## src/rtl/core/dtps_pkg.sv

```systemverilog
package dtps_pkg;

    localparam int DEF_STORE_DEPTH   = 4096;
    localparam int DEF_WINDOW_LENGTH = 2048;
    localparam int DEF_SAMPLE_BITS   = 24;

    localparam int STEP_BITS     = 19;
    localparam int FRAC_BITS     = 16;
    localparam int GAIN_BITS     = FRAC_BITS + 1;
    localparam int CFG_ADDR_BITS = 3;
    localparam int CFG_DATA_BITS = 32;

    // register select is the word index taken from paddr
    localparam logic REG_DELAY_STEP    = 1'b0;
    localparam logic REG_STEREO_ENABLE = 1'b1;

    typedef struct packed {
        logic in_take;
        logic clr_wr;
        logic tap;
        logic rd_lo;
        logic rd_hi;
        logic s0_ld;
        logic mul_ld;
        logic int_ld;
        logic gain_ld;
        logic acc_ld;
        logic acc_first;
        logic out_ld;
    } ctrl_cmd_t;

    typedef struct packed {
        logic in_valid;
        logic sweep_last;
        logic out_free;
    } ctrl_sts_t;

endpackage

```

## src/rtl/core/dtps_regs.sv

```systemverilog
module dtps_regs import dtps_pkg::*; (
    input  logic                            clk,
    input  logic                            rst_n,
    input  logic                            psel,
    input  logic                            penable,
    input  logic                            pwrite,
    input  logic        [CFG_ADDR_BITS-1:0] paddr,
    input  logic        [CFG_DATA_BITS-1:0] pwdata,
    output logic        [CFG_DATA_BITS-1:0] prdata,
    output logic                            pready,
    output logic signed [STEP_BITS-1:0]     delay_step,
    output logic                            stereo_enable
);

    logic signed [STEP_BITS-1:0] delay_step_reg;
    logic                        stereo_enable_reg;
    logic                        reg_sel;
    logic                        wr_en;

    assign reg_sel = paddr[CFG_ADDR_BITS-1];
    assign wr_en   = psel & penable & pwrite;
    assign pready  = 1'b1;

    always_ff @(posedge clk or negedge rst_n)
    begin
        if (!rst_n)
        begin
            delay_step_reg    <= '0;
            stereo_enable_reg <= 1'b1;
        end
        else if (wr_en)
        begin
            unique case (reg_sel)
                REG_DELAY_STEP:    delay_step_reg    <= pwdata[STEP_BITS-1:0];
                REG_STEREO_ENABLE: stereo_enable_reg <= pwdata[0];
                default:           ;
            endcase
        end
    end

    always_comb
    begin
        unique case (reg_sel)
            REG_DELAY_STEP:
                prdata = {{(CFG_DATA_BITS-STEP_BITS){delay_step_reg[STEP_BITS-1]}},
                          delay_step_reg};
            REG_STEREO_ENABLE:
                prdata = {{(CFG_DATA_BITS-1){1'b0}}, stereo_enable_reg};
            default:
                prdata = '0;
        endcase
    end

    assign delay_step    = delay_step_reg;
    assign stereo_enable = stereo_enable_reg;

endmodule

```

## config.mk

```make
export PLATFORM = sky130hd
export DESIGN_NAME = dtps_regs
export DESIGN_NICKNAME = d
export VERILOG_FILES = /design/src/rtl/core/dtps_pkg.sv /design/src/rtl/core/dtps_regs.sv
export SDC_FILE = /design/constraint.sdc
export NUM_CORES = 1
export LEC_CHECK = 0
export CAP_MARGIN = 20
export CORE_MARGIN = 1
export CORE_UTILIZATION = 50
export CTS_BUF_LIST = sky130_fd_sc_hd__clkbuf_8
export CTS_CLUSTER_DIAMETER = 80
export DETAILED_ROUTE_END_ITERATION = 16
export DONT_BUFFER_PORTS = 1
export PLACE_DENSITY_LB_ADDON = 0.05
export SYNTH_ARGS = -nofsm -noshare
export SYNTH_HDL_FRONTEND = slang
export SYNTH_SLANG_ARGS = --single-unit
```

## constraint.sdc

```tcl
create_clock -name clk -period 1.9 [get_ports clk]
set_clock_uncertainty 0.15 [all_clocks]
set_input_delay 0.38 -clock clk [delete_from_list [all_inputs] [get_ports clk]]
set_output_delay 0.38 -clock clk [all_outputs]
set_load 0.05 [all_outputs]
```

After elaboration in Yosys (flattened, before gate mapping)
Index checks and enable logic that the tools add are counted.
- mux-type cells: 1
- bitwise gates (word level): 3
- reductions and logical operators: 2
- operators with widths (kind ; count):
    $pmux 32 s2 ; 1
    $reduce_and 2->1 ; 2
    $and 1x1->1 ; 2
    $not 1->1 ; 1
- flip-flop bits (word level): 20
- bits of input ports: 40
- output and inout bits: 53
- word-level logic and storage cells: 8

Logic depth before layout (Yosys ltp)
- depth after elaboration: 3
- depth in mapped cells: 4

Worst setup path after synthesis
Ideal clock, no wire load.
- path kind: register to output
- start: register delay_step_reg[18] (netlist: delay_step[18])
- end: output prdata[19]
- arrival time: 2196 ps
- path slack: -826 ps
- stages on the path, launching flop included: 3
- path through: dfrtp_1 > nor2b_1 > buf_4
- word-level cells in the longest chain between the ends: 1
- RTL lines (item ; RTL line ; source):
    from (decl) ; dtps_regs.sv:15 ; logic signed [STEP_BITS-1:0] delay_step_reg;
    from (signal assigned) ; dtps_regs.sv:34 ; REG_DELAY_STEP: delay_step_reg <= pwdata[STEP_BITS-1:0];
    $pmux 32 s2 ; dtps_regs.sv:43 ; unique case (reg_sel)
    to (decl) ; dtps_regs.sv:9 ; output logic [CFG_DATA_BITS-1:0] prdata,
No other way between the ends.

Final worst setup path
- start: register delay_step_reg[18] (netlist: delay_step[18])
- end: output prdata[31]
The elaborated chain is that of the path after synthesis.

==> flow_summary.yaml <==
logic_synthesis:
  synth_simple_gate_area_share_pct: 12.1
  synthAdderAreaFrac_pct: 0
  synth_compound_area_share_pct: 0
  ys_warn_count: 0
  muxShareOfSynthArea_pct: 26.0
  synth_fp_nets: 120
  ys_seq_area_share_pct: 47.7
  syn_area_per_cell_um2: 13.2
  netlist_area_mm2: 0.00105
  synth_xor_area_share_pct: 0
  synth_top_family_by_area: "multiplexers"
  netlist-cell-type-count: 13
  netlist_instances: 80
  ys_seq_elements: 20
final_layout:
  regArea_um2: 503
  drive_gt1_share_pct: 78.9
  final_cell_mix: "39 x buf_4, 18 x dfrtp_1, 17 x nor2b_2"
  final_common_cell: "buf_4"
  largest_register_ffs: 19
  layout.nets: 150
  multi_input_area_um2: 455
  num-fill-cells: 154
  num_antenna_cells: 0
  finalCoreUtilization_pct: 72.1
  area_delta_synth_final_pct: 34.5
clocking:
  clk_path_buf_depth: 2
  cts_resized: 0
  cts_tree: "built"
  clk_latency_ps: 250
  root_buffer: "clkbuf_8"
  cts_buffers: 3
  clock_sinks: 20
  cts.clk_slew.worst_paths_ps: 70
  cts_max_level: 1
setup_path:
  cp_top_family: "flip-flops"
  end_kind: "primary output"
  slowest_stage: "dfrtp_2"
  reg2regPathDepth: 2
  path_buf_inv: 1
  r2r_slack_ps: 770
  crit_chain: "nor2b_4, buf_16"
  r2r-start: "delay_step[18]$_DFFE_PN0P_"
  crit_fanout: 5
  cp-start-kind: "register"
  worstSetupPathType: "register to primary output"
  cp.required_ps: 1370
  slowest_delay_ps: 370
  r2r_end: "delay_step[18]$_DFFE_PN0P_"
  crit_arrival_ps: 1230
timing:
  min_period_ps: 1760
  max_slew_margin_pct: 40.7
  fin_setup_tns_ps: 0
  setup_viol: 0
  hold_viol_final: 0
  hold_slack_ps: 118
  finalWorstSetupSlack_ps: 141
  drv_slew: 0
  tightest_slew_ps: 887
  finalCritPeriodShare_pct: 92.6
  fmax_ghz: 0.568
  rsz0062_at_grt: "no"
floorplan:
  core-area_mm2: 0.00196
  start_util_pct: 53.6
  chipWidth_um: 47.9
  rows: 16
  die_h_um: 47.9
  ios: 93
  dieArea_mm2: 0.00229
detailed_routing:
  vias: 671
  wl_per_cell_um: 15.0
  first_iter_violations: 2
  drcViolationCount: 0
  viasPerCell: 4.93
  dr.pass1.iters: 2
  antenna_left: 0
  wirelength_um: 2040
min_path:
  hold_depth: 1
  min-delay-start: "pwdata[3]"
  hold_class: "input port to register"
  hold-path-endpoint: "delay_step[3]$_DFFE_PN0P_"
run:
  drv_cap: 0
global_routing:
  grt_usage_pct: 19.5
  grt_max_degree: 22
  grt_first_pass_wirelength_um: 2870
  antenna_found_initial: 0
  grt.overflow.total: 0
  first_global_vias: 652
place:
  dp_hpwl_um: 1630
  portBuffers: 0
  gp_congestion: 0.624
  dp_slack_ps: 406
power:
  p_per_area_mw_per_mm2: 1450
  power_leakage_nw: 0.703
  peakVddDrop_uv: 1040
run_status:
  status: "finished, final reports clean"
cell usage after synthesis, drive strengths merged:
cell	number	area (µm²)
mux2	21	274
dfstp	1	26.3
nand4	1	6.26
conb	1	3.75
buf	16	136
dfrtp	19	475
clkbuf	2	8.75
nor2b	18	113
nand4b	1	8.76
layer usage:
layer | part of all wire, % | wire length (µm) | vias up | track usage [%]
li1 | - | - | 311 | -
met2 | 54 | 1100 | 35 | 37.0
met5 | 0 | 0 | - | 0
met3 | 8.4 | 172 | 4 | 5.28
met1 | 36 | 741 | 321 | 19.3
met4 | 1.3 | 26 | 0 | 9.44
worst max-delay path by stage:
stage / from / endpoint / slack (ps) / depth (start not counted)
final: delay_step[18]$_DFFE_PN0P_ / prdata[31] / 140 / 2
after global routing: delay_step[18]$_DFFE_PN0P_ / prdata[18] / 100 / 2
after CTS: delay_step[18]$_DFFE_PN0P_ / prdata[31] / 120 / 2
after detailed placement: delay_step[18]$_DFFE_PN0P_ / prdata[31] / 410 / 2
after global placement: paddr[2] / prdata[31] / 440 / 2
after floorplan: paddr[2] / prdata[19] / 40 / 3
where the power goes:
group          total (mW)  switching, mW  internal, mW
Combinational        1.21          0.835         0.378
Sequential          0.567         0.0436         0.523
Clock               0.275          0.132         0.144
logic make-up after synthesis:
logic type             Yosys count
buffers and inverters           18
multiplexers                    21
flip-flops                      20
AND/OR/NAND/NOR                 20
other                            1
cell type report:
type	count	area share (%)
repair buffers	43	26.7
flip-flops and latches	20	35.5
clock inverters	1	0.265
well taps	27	2.39
multi-input cells	42	32.2
clock buffers	3	2.92
timing repair:
action                                  4_1_cts  5_1_grt
hold buffers                                  1        0
endpoints found under the hold margin        20        0
endpoints found under the setup margin        0        0
setup buffers                                 0        0
stage by stage:
| step | cells | total power, mW | cell area, µm² |
|---|---|---|---|
| finish | 136 | 2.06 | 1420 |
| global route | 136 | 2.14 | 1420 |
| CTS | 136 | 2.08 | 1420 |
| detailed placement | 131 | 1.79 | 1360 |
| global placement | 131 | 1.76 | 1360 |
| floorplan | 80 | 1.53 | 1100 |
(Power assumes the default switching activity.)
