File: config.mk
export PLATFORM = sky130hd
export DESIGN_NAME = dtps_ctrl
export DESIGN_NICKNAME = d
export VERILOG_FILES = /design/src/rtl/core/dtps_pkg.sv /design/src/rtl/core/dtps_ctrl.sv
export SDC_FILE = /design/constraint.sdc
export NUM_CORES = 1
export LEC_CHECK = 0
export BUFFER_PORTS_ARGS = -buffer_cell sky130_fd_sc_hd__buf_2
export CAP_MARGIN = 10
export CORE_AREA = 5 5 42 44
export DETAILED_ROUTE_END_ITERATION = 16
export DIE_AREA = 0 0 47 49
export GPL_TIMING_DRIVEN = 0
export PLACE_DENSITY = 0.52
export SETUP_SLACK_MARGIN = 0.2
export SLEW_MARGIN = 20
export SYNTH_ARGS = -nofsm -noshare
export SYNTH_HDL_FRONTEND = slang
export SYNTH_SLANG_ARGS = --single-unit
File: constraint.sdc
create_clock -name clk -period 3.34 [get_ports clk]
set_clock_uncertainty 0.15 [all_clocks]
set_input_delay 0.167 -clock clk [delete_from_list [all_inputs] [get_ports clk]]
set_output_delay 0.167 -clock clk [all_outputs]
set_load 0.03 [all_outputs]
File: src/rtl/core/dtps_pkg.sv
package dtps_pkg;

    localparam int DEF_STORE_DEPTH   = 4096;
    localparam int DEF_WINDOW_LENGTH = 2048;
    localparam int DEF_SAMPLE_BITS   = 24;

    localparam int STEP_BITS     = 19;
    localparam int FRAC_BITS     = 16;
    localparam int GAIN_BITS     = FRAC_BITS + 1;
    localparam int CFG_ADDR_BITS = 3;
    localparam int CFG_DATA_BITS = 32;

    // register select is the word index taken from paddr
    localparam logic REG_DELAY_STEP    = 1'b0;
    localparam logic REG_STEREO_ENABLE = 1'b1;

    typedef struct packed {
        logic in_take;
        logic clr_wr;
        logic tap;
        logic rd_lo;
        logic rd_hi;
        logic s0_ld;
        logic mul_ld;
        logic int_ld;
        logic gain_ld;
        logic acc_ld;
        logic acc_first;
        logic out_ld;
    } ctrl_cmd_t;

    typedef struct packed {
        logic in_valid;
        logic sweep_last;
        logic out_free;
    } ctrl_sts_t;

endpackage

File: src/rtl/core/dtps_ctrl.sv
module dtps_ctrl import dtps_pkg::*; (
    input  logic      clk,
    input  logic      rst_n,
    input  ctrl_sts_t sts,
    output ctrl_cmd_t cmd
);

    localparam logic [3:0] S_CLEAR = 4'd0;
    localparam logic [3:0] S_IDLE  = 4'd1;
    localparam logic [3:0] S_RD0   = 4'd2;
    localparam logic [3:0] S_RD1   = 4'd3;
    localparam logic [3:0] S_MUL1  = 4'd4;
    localparam logic [3:0] S_INT   = 4'd5;
    localparam logic [3:0] S_MUL2  = 4'd6;
    localparam logic [3:0] S_ACC   = 4'd7;
    localparam logic [3:0] S_OUT   = 4'd8;

    logic [3:0] state_reg;
    logic [3:0] state_next;
    logic       tap_reg;
    logic       tap_next;

    always_ff @(posedge clk or negedge rst_n)
    begin
        if (!rst_n)
        begin
            state_reg <= S_CLEAR;
            tap_reg   <= 1'b0;
        end
        else
        begin
            state_reg <= state_next;
            tap_reg   <= tap_next;
        end
    end

    always_comb
    begin
        cmd        = '0;
        cmd.tap    = tap_reg;
        state_next = state_reg;
        tap_next   = tap_reg;
        unique case (state_reg)
            S_CLEAR:
            begin
                cmd.clr_wr = 1'b1;
                if (sts.sweep_last)
                begin
                    state_next = S_IDLE;
                end
            end
            S_IDLE:
            begin
                cmd.in_take = 1'b1;
                tap_next    = 1'b0;
                if (sts.in_valid)
                begin
                    state_next = S_RD0;
                end
            end
            S_RD0:
            begin
                cmd.rd_lo  = 1'b1;
                state_next = S_RD1;
            end
            S_RD1:
            begin
                cmd.rd_hi  = 1'b1;
                cmd.s0_ld  = 1'b1;
                state_next = S_MUL1;
            end
            S_MUL1:
            begin
                cmd.mul_ld = 1'b1;
                state_next = S_INT;
            end
            S_INT:
            begin
                cmd.int_ld = 1'b1;
                state_next = S_MUL2;
            end
            S_MUL2:
            begin
                cmd.gain_ld = 1'b1;
                state_next  = S_ACC;
            end
            S_ACC:
            begin
                cmd.acc_ld    = 1'b1;
                cmd.acc_first = ~tap_reg;
                if (tap_reg)
                begin
                    state_next = S_OUT;
                end
                else
                begin
                    tap_next   = 1'b1;
                    state_next = S_RD0;
                end
            end
            S_OUT:
            begin
                // hold until the output register can take the item
                if (sts.out_free)
                begin
                    cmd.out_ld = 1'b1;
                    state_next = S_IDLE;
                end
            end
            default:
            begin
                state_next = S_IDLE;
            end
        endcase
    end

endmodule

After elaboration in Yosys (flattened, before gate mapping)
Cells that the tools add are included.

word-level totals
  output and inout port bits = 12
  bits in registers = 5

cells by class
  bitwise operators = 1
  equal/unequal tests = 11
  reduce and logical (&&, ||, !) cells = 3
  muxes and demuxes = 16

operators by type and width
  kind                                                                    count
  4-bit one-hot mux with 9 select lines                                   1
  4-bit by 3-bit equality test with 1-bit output (second input constant)  4
  4-bit two-way mux                                                       4
  4-bit by 2-bit equality test with 1-bit output (second input constant)  2
  1-bit two-way mux                                                       8
  2-bit != test (second input constant)                                   3
  4-bit by 1-bit equality test with 1-bit output (second input constant)  1
  4-bit equality test (second input constant)                             1
  4-bit logical NOT                                                       1
  2-bit two-way mux                                                       2
  3-bit AND reduction                                                     1
  1-bit one-hot mux with 2 select lines                                   1
  2-bit nonzero test                                                      1
  1-bit NOT                                                               1

Depth between registers and ports, before layout
Gate-level depths: netlist (run 1).

  depth after elaboration = 3
  depth in mapped cells = 4
  mapped depth without buffers = 3

Worst setup path before layout (run 1)
OpenSTA, ideal clock, no wires.

  kind = flip-flop to output port
  start = register state_reg[0]
  end = output port cmd[7] (netlist bit)
  path slack = 1.429 ns
  stages on the path, launching flop included = 5
  data required time = 3.023 ns
  arrival time = 1.594 ns
  path through = dfrtp_1 buf_6 nand2_1 nor3_1 buf_4

RTL lines
  item                      RTL line         source
  start: declaration        dtps_ctrl.sv:18  logic [3:0] state_reg;
  start signal: assignment  dtps_ctrl.sv:32  state_reg <= state_next;
  end: declaration          dtps_ctrl.sv:5   output ctrl_cmd_t cmd

==> results of run 1 <==
-- cells in the mapped netlist --
cell type | number | area (sq um)
nor3_1 | 6 | 30.0
dfrtp_1 | 5 | 125
buf_6 | 4 | 45.0
nor2_1 | 4 | 15.0
buf_4 | 3 | 22.5
a21oi_1 | 2 | 10.0
nand2_1 | 2 | 7.51
nand2b_1 | 2 | 12.5
a21o_1 | 1 | 7.51
a22o_1 | 1 | 8.76
a31o_1 | 1 | 8.76
and3_1 | 1 | 6.26
inv_2 | 1 | 3.75
nor2_2 | 1 | 6.26
nor2b_1 | 1 | 6.26
nor3b_2 | 1 | 12.5
nor4_1 | 1 | 6.26
o21ai_1 | 1 | 5.00
o21ba_2 | 1 | 10.0
o31ai_4 | 1 | 21.3
o41ai_1 | 1 | 8.76
or2b_4 | 1 | 11.3
xor2_1 | 1 | 8.76
-- path summary, 6_finish.rpt --
kind | cells past startpoint | to | from
setup reg to reg | 3 | state_reg[0] | state_reg[2]
hold / removal | 3 | state_reg[0] | sts[0]
setup / recovery | 5 | cmd[2] | state_reg[3]
hold reg to reg | 2 | state_reg[2] | state_reg[3]
min in group asynchronous | 2 | state_reg[2] | rst_n
max in group asynchronous | 2 | state_reg[3] | rst_n
-- layout make-up --
type | instances | area share [%]
multi-input cells | 30 | 37.9
flip-flops and latches | 5 | 23.4
plain buffers | 7 | 12.6
repair buffers | 17 | 16.8
clock buffers | 4 | 4.91
well taps | 16 | 3.74
inverters | 1 | 0.701
-- layer usage --
layer  global-route usage [%]  vias to the layer above
met3                     4.06                        2
met2                     11.8                       17
met5                        0                        -
li1                         -                      191
met1                     12.5                      168
met4                     5.53                        0
-- placed cells by master, fill, tap and decap left out --
cell           synthesis  layout
a21oi_1                2       2
nor2b_1                1       1
o31ai_4                1       1
a31o_1                 1       1
buf_4                  3       3
a21o_1                 1       1
nor2_1                 4       4
dfrtp_1                5       5
nor2_2                 1       1
nand2b_1               2       2
clkbuf_1               0       1
and3_1                 1       1
buf_6                  4       4
dlygate4sd3_1          0       1
inv_2                  1       1
a22o_1                 1       1
nand2_1                2       2
nor3b_2                1       1
o21ba_2                1       1
buf_2                  0      16
or2b_4                 1       1
nor4_1                 1       1
xor2_1                 1       1
o41ai_1                1       1
o21ai_1                1       1
nor3_1                 6       6
clkbuf_4               0       3
-- stage by stage --
step           power [W]  utilization [%]  setup slack [ns]  std cells  area [sq um]
2_1_floorplan   0.000478                -              1.43         43           399
3_3_place_gp    0.000571             35.6              1.84         75           499
3_5_place_dp    0.000570             35.6              1.86         75           499
4_1_cts         0.000645             38.2              1.57         80           536
5_1_grt         0.000684             38.2              1.51         80           536
6_report        0.000637             38.2              1.58         80           536
-- power by group --
group | leakage [nW] | switching, W | internal (W)
Sequential | 0.0606 | 0.0000265 | 0.0000906
Clock | 0.0150 | 0.0000242 | 0.0000451
Combinational | 0.197 | 0.000265 | 0.000185
Total | 0.273 | 0.000316 | 0.000321
-- logic make-up after synthesis --
kind of cell | after synthesis
AND/OR/NAND/NOR | 20
AO/OA/AOI/OAI | 9
buffers and inverters | 8
flip-flops | 5
XOR/XNOR | 1
-- critical path, cell delays in order, from the launching register on --
cell and delay, ns:
dfrtp_1 0.37, buf_6 0.14, or2b_4 0.27, nor2_2 0.12
buf_4 0.11, buf_2 0.18
-- timing repair --
action / 4_1_cts / 5_1_grt
hold endpoints to repair: 5 / 0
hold buffers: 1 / 0
endpoints found under the setup margin: 0 / 0
==> key figures, run 1 <==
Run status
  • Status: complete, no violations

Yosys
  • Synth warnings: 0
  • Largest family of logic cells by synthesized area: simple AND/OR/NAND/NOR gates
  • Post-Syn Instances: 43
  • Compound-Gate Fraction of Synth Area: 20.1%
  • Syn_nets: 48
  • Synthesized area: 399 sq um
  • Avg Cell Area, Syn: 9.28 sq um
  • Post-synthesis simple-gate area fraction: 28.5%
  • Multiplexer area fraction after synthesis: 0%
  • Netlist cell types: 23
  • Adder-Cell Fraction of Synth Area: 0%
  • XOR/XNOR Fraction of Synth Area: 2.19%
  • Sequential area share after synthesis: 31.3%
  • Seq cells post-synth: 5

Cells and area
  • Share of layout cells above drive strength 1: 50.0%
  • Area of the multi-input gates: 203 sq um
  • Seq. cell area: 125 sq um
  • FILL cells: 151
  • Fin nets: 70
  • Area delta synth->final: 34.2%
  • # diodes: 0
  • Max FFs per register: 4

Min path
  • Min-Delay Path Class: in -> reg

Clock network
  • Clock net sink count: 5
  • Post-CTS Setup Repair Bufs: 0
  • # resized after CTS: 0
  • CTS buffer count: 3
  • Clock Tree Buf Depth: 2
  • Worst skew pair latency: 0.24 ns
  • CTS tree: done
  • Root buf cell: clkbuf_4
  • H-tree depth: 1
  • Clk slew on worst S/H paths: 0.04 ns

GRT
  • Initial antenna violation count: 0
  • Vias in the first global route: 344
  • Tot GR Track Use: 9.26%
  • Largest net degree at the start of global routing: 11
  • First-pass GRT wire length: 1.55 mm
  • Final global-route overflow total: 0

STA
  • Pins Over Slew Limit: 0
  • RSZ-0062 raised after global routing: false
  • Hold Vio Cnt, Final: 0
  • Post-layout minimum cycle time: 1.76 ns
  • Relative slew slack: 78.3%
  • FMAX: 0.569 GHz
  • Hold Slack: 0.0572 ns
  • Final setup fails: 0
  • Post-route setup TNS: 0 ns
  • Measured slew at the worst slew-check pin: 0.321 ns
  • Fin crit share: 52.6%

Routing
  • Wire length on met2: 403 um
  • Max Used Layer: met4
  • Iteration-0 DRC Markers: 6
  • Residual DRC: 0
  • Routed wire length: 920 um
  • Met3 Wirelength: 96 um
  • M1 WL: 411 um
  • Vias per std cell: 4.73
  • DR WL/cell: 11.5 um
  • 1st-pass router iterations: 4
  • Post-route ant nets: 0
  • Routed vias: 378

Setup path
  • Startpoint types: flop
  • Worst EP arrival: 1.44 ns
  • Req. time, crit path: 3.02 ns
  • Worst setup path class: reg -> out
  • CP Capture Type: primary output
  • Reg2reg setup slack: 2.04 ns
  • Peak fanout along the critical path: 10

Job
  • MaxCap Viol Count: 0

Place
  • Final HPWL DP: 677 um
  • IO buf count: 16
  • Gpl congestion: 0.680

Power
  • Worst vdd ir: 0.511 mV
  • PwrDens: 1190 mW/mm^2
  • Leak: 0.273 nW

Floorplanning
  • Die area: 0.00230 sq mm
  • Core box area: 0.00140 sq mm
  • Chip Height: 49 um
  • Initial Utilization: 28.5%
  • Row cnt: 14
  • Top Ports: 17
  • Die X: 47 um
No activity file was read; power rests on OpenSTA's default activity.
==> run 2: changes to the inputs <==
--- a/config.mk
+++ b/config.mk
@@ -11,7 +11,7 @@
 export DETAILED_ROUTE_END_ITERATION = 16
 export DIE_AREA = 0 0 47 49
 export GPL_TIMING_DRIVEN = 0
-export PLACE_DENSITY = 0.52
+export PLACE_DENSITY = 0.54
 export SETUP_SLACK_MARGIN = 0.2
 export SLEW_MARGIN = 20
 export SYNTH_ARGS = -nofsm -noshare
==> constraint.sdc (replaced) <==
create_clock -name clk -period 1.5 [get_ports clk]
set_clock_uncertainty 0.15 [all_clocks]
set_input_delay 0.075 -clock clk [delete_from_list [all_inputs] [get_ports clk]]
set_output_delay 0.075 -clock clk [all_outputs]
set_load 0.03 [all_outputs]
==> run 2 against run 1 <==
The run now ends with setup timing left. Highest routed layer unchanged. Utilization up 22 points. Sequential share of layout area is 8.3 points lower. Clock power is 130% higher. Setup slack got worse by 1.7 ns. Largest power group unchanged. Sequential cell count unchanged. Global-route usage grew 3.9 points. Die area is the same. Critical path type unchanged. Combinational power grew to 3.7 times the previous value. Power rose to 3.3 times the previous value. Non-clock buffer count grew 15. Via count rose by 26%. Register-to-register slack worse by 2.0 ns.
==> key figures, run 2 (synthesis gave the netlist of run 1 again) <==
Run status
  • Status: finished with violations
  • Failing checks: setup timing

Place
  • Gpl congestion: 0.738 (+8.6%)
  • Setup WS pre-CTS: 0.0576 ns (-1.80 ns)
  • IO buf count: 16 (unchanged)

STA
  • Pins Over Slew Limit: 0 (unchanged)
  • Hold Slack: 0.0286 ns (-0.0286 ns)
  • Relative slew slack: 82.8% (+4.5 points)
  • Final setup fails: 7 (+7)
  • Post-layout minimum cycle time: 1.64 ns
  • RSZ-0062 raised after global routing: true
  • FMAX: 0.611 GHz
  • Hold Vio Cnt, Final: 0 (unchanged)
  • Measured slew at the worst slew-check pin: 0.255 ns (-0.0657 ns)
  • Post-route setup TNS: -0.458 ns (-0.458 ns)
  • Fin crit share: 109%
  • Worst setup margin: -0.137 ns (-1.72 ns)

Cells and area
  • Share of layout cells above drive strength 1: 70.9% (+21 points)
  • Max FFs per register: 4 (unchanged)
  • Final core utilization: 60.0% (+22 points)
  • Fin nets: 85 (+21%)
  • Area delta synth->final: 111%
  • Commonest non-fill, non-tap cell in the layout: buf_4
  • # diodes: 0 (unchanged)
  • Most frequent cells in the layout: buf_4 (14), buf_6 (13), buf_2 (6)

Power
  • Leak: 0.383 nW (+40%)
  • Worst vdd ir: 1.09 mV (+110%)
  • PwrDens: 2520 mW/mm^2 (+110%)

Floorplanning
  • Row cnt: 14 (unchanged)
  • Top Ports: 17 (unchanged)
  • Die area: 0.00230 sq mm (unchanged)
  • Die X: 47 um (unchanged)
  • Chip Height: 49 um (unchanged)
  • Initial Utilization: 28.5% (unchanged)
  • Core box area: 0.00140 sq mm (unchanged)

Setup path
  • Req. time, crit path: 1.27 ns (-1.75 ns)
  • Reg2reg setup slack: 0.07 ns (-1.97 ns)
  • Worst setup path class: reg -> out
  • Reg2reg start: state_reg[0]
  • CP Capture Type: primary output
  • Worst EP arrival: 1.41 ns (-0.03 ns)
  • R2R cell count: 5 (+2)
  • Slowest cell on the critical path: dfrtp_1
  • Startpoint types: flop
  • Slowest Stage Delay on Critical Path: 0.38 ns (about the same)
  • Peak fanout along the critical path: 5 (-5)
  • Crit-path cells: buf_6, or2b_4, nor2_1, buf_4
  • Reg2reg end: tap_reg

Clock network
  • Clock net sink count: 5 (unchanged)
  • Worst skew pair latency: 0.24 ns (about the same)
  • H-tree depth: 1 (unchanged)
  • Root buf cell: clkbuf_4
  • Clk slew on worst S/H paths: 0.05 ns (about the same)
  • Clock Tree Buf Depth: 2 (unchanged)
  • CTS buffer count: 3 (unchanged)
  • CTS tree: done

GRT
  • First-pass GRT wire length: 2.18 mm (+41%)
  • Initial antenna violation count: 0 (unchanged)
  • Tot GR Track Use: 13.2% (+3.9 points)
  • Vias in the first global route: 496 (+44%)
  • Largest net degree at the start of global routing: 11 (unchanged)
  • Final global-route overflow total: 0 (unchanged)

Routing
  • 1st-pass router iterations: 4 (unchanged)
  • Vias per std cell: 5.01 (+6.0%)
  • Post-route ant nets: 0 (unchanged)
  • DR WL/cell: 13.9 um (+21%)
  • Iteration-0 DRC Markers: 11 (+5)
  • Routed vias: 476 (+26%)
  • Residual DRC: 0 (unchanged)
  • Routed wire length: 1.32 mm (+44%)

Min path
  • Min-Delay Path Class: in -> async

Job
  • MaxCap Viol Count: 0 (unchanged)
[run 2: changes by cell type in the layout (fill, tap and decap cells not counted), sizes merged]
| cell | previous run | this run |
|---|---|---|
| dlygate4sd3 | 1 | 4 |
| buf | 23 | 35 |
[run 2: report_power, final]
group	internal (W)	leakage [nW]	switching, W
logic	0.000819	0.308	0.000854
clock network	0.000101	0.0150	0.0000585
registers	0.000205	0.0595	0.0000773
[run 2: worst max-delay path, delay by kind of cell, from the launching register on]
family        cells  cell delay [ns]
buf+inv           2             0.32
flops             1             0.38
simple gates      2             0.46
[run 2: how the worst max path moves through the flow]
stage                            start  endpoint
after global routing      state_reg[3]    cmd[2]
final                     state_reg[3]    cmd[3]
after floorplan           state_reg[3]    cmd[3]
after CTS                 state_reg[3]    cmd[2]
after detailed placement  state_reg[3]    cmd[2]
after global placement    state_reg[3]    cmd[2]
[run 2: layout make-up]
class / count / area, sq um
Timing Repair Buffer: 32 / 282
Tap cell: 16 / 20.0
Clock buffer: 4 / 26.3
Sequential cell: 5 / 126
Inverter: 1 / 3.75
Fill cell: 122 / 561
Buffer: 7 / 75.1
Multi-Input combinational cell: 30 / 308
[run 2: metal layers]
layer  up-vias  part of all wire, %  global-route usage, %
met5         -                    0                      0
met4         0                  4.6                   10.1
met3         7                  4.0                   2.21
met2        18                   50                   19.9
met1       230                   41                   15.7
li1        221                    -                      -
[run 2: metrics by stage]
stage,power [W],instance area (sq um),std cells
finish,0.00211,841,95
global route,0.00223,841,95
CTS,0.00192,777,91
detailed placement,0.00135,537,75
global placement,0.00135,537,75
floorplan,0.00114,437,43
[run 2: timing repair]
action	4_1_cts	5_1_grt
hold buffers	4	0
setup endpoints to repair	12	14
pin swaps	9	4
gates cloned	1	0
hold endpoints to repair	6	0
setup buffers	7	4
gates resized for setup	27	7
==> run 3: changes to the inputs <==
--- a/config.mk
+++ b/config.mk
@@ -7,11 +7,11 @@
 export LEC_CHECK = 0
 export BUFFER_PORTS_ARGS = -buffer_cell sky130_fd_sc_hd__buf_2
 export CAP_MARGIN = 10
-export CORE_AREA = 5 5 42 44
+export CORE_MARGIN = 5
+export CORE_UTILIZATION = 30
 export DETAILED_ROUTE_END_ITERATION = 16
-export DIE_AREA = 0 0 47 49
 export GPL_TIMING_DRIVEN = 0
-export PLACE_DENSITY = 0.54
+export PLACE_DENSITY = 0.55
 export SETUP_SLACK_MARGIN = 0.2
 export SLEW_MARGIN = 20
 export SYNTH_ARGS = -nofsm -noshare
==> run 3 against run 2 <==
First-iteration DRC count up 18%. Register-to-register slack got worse by 0.06 ns. Die area decreased by 6.2%. Clock power grew 3%. Maximum frequency rose by 3.2%. Global-route usage fell by 0.21 points. Sequential share of layout area shrank 0.64 points. The run still ends with setup timing left. Critical path type unchanged. Non-clock buffer count increased by 5. Sequential power is 3% lower. Count of clock-buffer cells in the layout is the same. Critical path depth stayed put. Via count shrank 3.2%.
==> key figures, run 3 (synthesis gave the netlist of run 1 again) <==
Run status
  • Status: finished with violations
  • Failing checks: setup timing

Floorplanning
  • Chip Height: 46.5 um (-5.2%)
  • Die area: 0.00216 sq mm (-6.2%)
  • Row cnt: 13 (-1)
  • Die X: 46.5 um (-1.1%)
  • Top Ports: 17 (unchanged)
  • Core box area: 0.00128 sq mm (-8.3%)
  • Initial Utilization: 31.1% (+2.6 points)

Place
  • Gpl congestion: 0.671 (-9.1%)
  • Placed standard-cell area: 536 sq um (-0.23%)
  • Final HPWL DP: 664 um
  • IO buf count: 16 (unchanged)

STA
  • Measured slew at the worst slew-check pin: 0.232 ns (-0.0229 ns)
  • Pins Over Slew Limit: 0 (unchanged)
  • Hold Vio Cnt, Final: 0 (unchanged)
  • FMAX: 0.631 GHz (+3.2%)
  • Fin crit share: 106% (-3.4 points)
  • Worst setup margin: -0.0860 ns (+0.0509 ns)
  • Relative slew slack: 84.4% (+1.6 points)
  • Post-layout minimum cycle time: 1.59 ns (-0.0509 ns)
  • RSZ-0062 raised after global routing: true
  • Final setup fails: 9 (+2)
  • Hold Slack: 0.0196 ns (-0.00903 ns)

Cells and area
  • Final core utilization: 68.4% (+8.4 points)
  • Fin nets: 90 (+5.9%)
  • Max FFs per register: 4 (unchanged)
  • Design area: 878 sq um (+4.5%)
  • Commonest non-fill, non-tap cell in the layout: buf_4
  • Area delta synth->final: 120%
  • # diodes: 0 (unchanged)
  • Most frequent cells in the layout: buf_4 (19), buf_6 (16), buf_2 (5)
  • Share of layout cells above drive strength 1: 76.2% (+5.3 points)

Clock network
  • Clk slew on worst S/H paths: 0.05 ns (about the same)
  • Root buf cell: clkbuf_4
  • Clock net sink count: 5 (unchanged)
  • Worst skew pair latency: 0.25 ns (about the same)
  • H-tree depth: 1 (unchanged)
  • Clock Tree Buf Depth: 2 (unchanged)
  • CTS buffer count: 3 (unchanged)
  • CTS tree: done

Setup path
  • Peak fanout along the critical path: 5 (unchanged)
  • Crit. Startpoint: state_reg[3]
  • Worst setup path class: reg -> out
  • Startpoint types: flop
  • CP Capture Type: primary output
  • Reg2reg start: state_reg[2]
  • Req. time, crit path: 1.27 ns (about the same)
  • Worst EP arrival: 1.36 ns (-0.05 ns)

GRT
  • Tot GR Track Use: 13.0% (-0.21 points)
  • Vias in the first global route: 453 (-8.7%)
  • First-pass GRT wire length: 1.96 mm (-10%)
  • Final global-route overflow total: 0 (unchanged)
  • Initial antenna violation count: 0 (unchanged)
  • Largest net degree at the start of global routing: 10 (-1)

Power
  • Worst vdd ir: 1.21 mV (+10%)
  • Leak: 0.415 nW (+8.3%)
  • PwrDens: 2530 mW/mm^2 (+0.74%)
  • Clock share of power: 7.3% (-0.2 points)
  • Int Pwr: 0.00122 W (+8.1%)
  • Switching power: 0.00101 W (+2.0%)
  • Reg power frac: 12.3% (-1.0 points)
  • Sw frac: 45.4% (-1.4 points)
  • Comb power frac: 80.4% (+1.3 points)

Routing
  • Iteration-0 DRC Markers: 13 (+2)
  • Residual DRC: 0 (unchanged)
  • Routed vias: 461 (-3.2%)
  • Routed wire length: 1.34 mm (+1.3%)
  • Post-route ant nets: 0 (unchanged)
  • DR WL/cell: 13.5 um (-2.8%)
  • Vias per std cell: 4.66 (-7.1%)
  • 1st-pass router iterations: 4 (unchanged)

Job
  • MaxCap Viol Count: 0 (unchanged)

Min path
  • Min-Delay Path Class: in -> async
-- run 3: cell count changes in the layout (fill, tap and decap cells not counted), sizes merged --
cell,delta
clkbuf,+1
buf,+5
dlygate4sd3,-1
-- run 3: power by group through the flow --
stage / combinational, W / clock (W) / sequential, W
global placement: 0.00108 / 0 / 0.000263
detailed placement: 0.00108 / 0 / 0.000262
global route: 0.00190 / 0.000171 / 0.000287
floorplan: 0.000886 / 0 / 0.000250
finish: 0.00179 / 0.000163 / 0.000273
CTS: 0.00148 / 0.000164 / 0.000269
-- run 3: final timing paths --
| check | slack [ns] | cells after the start | endpoint |
|---|---|---|---|
| min reg2reg | 0.43 | 1 | state_reg[3] |
| min in group clk | 0.04 | 3 | state_reg[0] |
| max | -0.09 | 4 | cmd[4] |
| min | 0.02 | 2 | state_reg[1] |
| max reg2reg | 0.01 | 5 | tap_reg |
| max in group asynchronous | 1.04 | 2 | tap_reg |
-- run 3: worst max-delay path, stage by stage, from the launching register on --
cell,delay (ns)
dfrtp_1,0.36
buf_6,0.13
or2b_4,0.29
nor2_1,0.15
buf_4,0.19
-- run 3: per-stage QoR --
| stage | std cells | power, W | worst slack, ns | setup TNS [ns] |
|---|---|---|---|---|
| after floorplan | 43 | 0.00114 | 0.0807 | 0 |
| after global placement | 74 | 0.00135 | 0.0788 | 0 |
| after detailed placement | 74 | 0.00134 | 0.0962 | 0 |
| after CTS | 93 | 0.00191 | -0.0703 | -0.212 |
| after global routing | 99 | 0.00236 | -0.113 | -0.809 |
| final | 99 | 0.00223 | -0.0860 | -0.337 |
-- run 3: repair_timing --
item | 4_1_cts | 5_1_grt
pin swaps | 7 | 6
hold buffers | 3 | 0
buffers inserted | 11 | 6
hold endpoints to repair | 6 | 0
gates resized for setup | 24 | 14
setup endpoints to repair | 12 | 15
cloned | 1 | 0
-- run 3: layout make-up --
cell class / count / area (sq um)
fillers: 103 / 407
multi-input cells: 30 / 318
repair buffers: 37 / 314
flip-flops and latches: 5 / 126
plain buffers: 7 / 71.3
clock buffers: 4 / 26.3
well taps: 15 / 18.8
inverters: 1 / 3.75
-- run 3: routing by layer --
| layer | routed length (um) | GRT usage [%] | vias up | part of all wire, % |
|---|---|---|---|---|
| met5 | 0 | 0 | - | 0 |
| met4 | 10 | 6.82 | 0 | 0.75 |
| met3 | 43 | 1.56 | 2 | 3.2 |
| met2 | 721 | 21.2 | 12 | 54 |
| met1 | 564 | 16.5 | 213 | 42 |
| li1 | - | - | 234 | - |
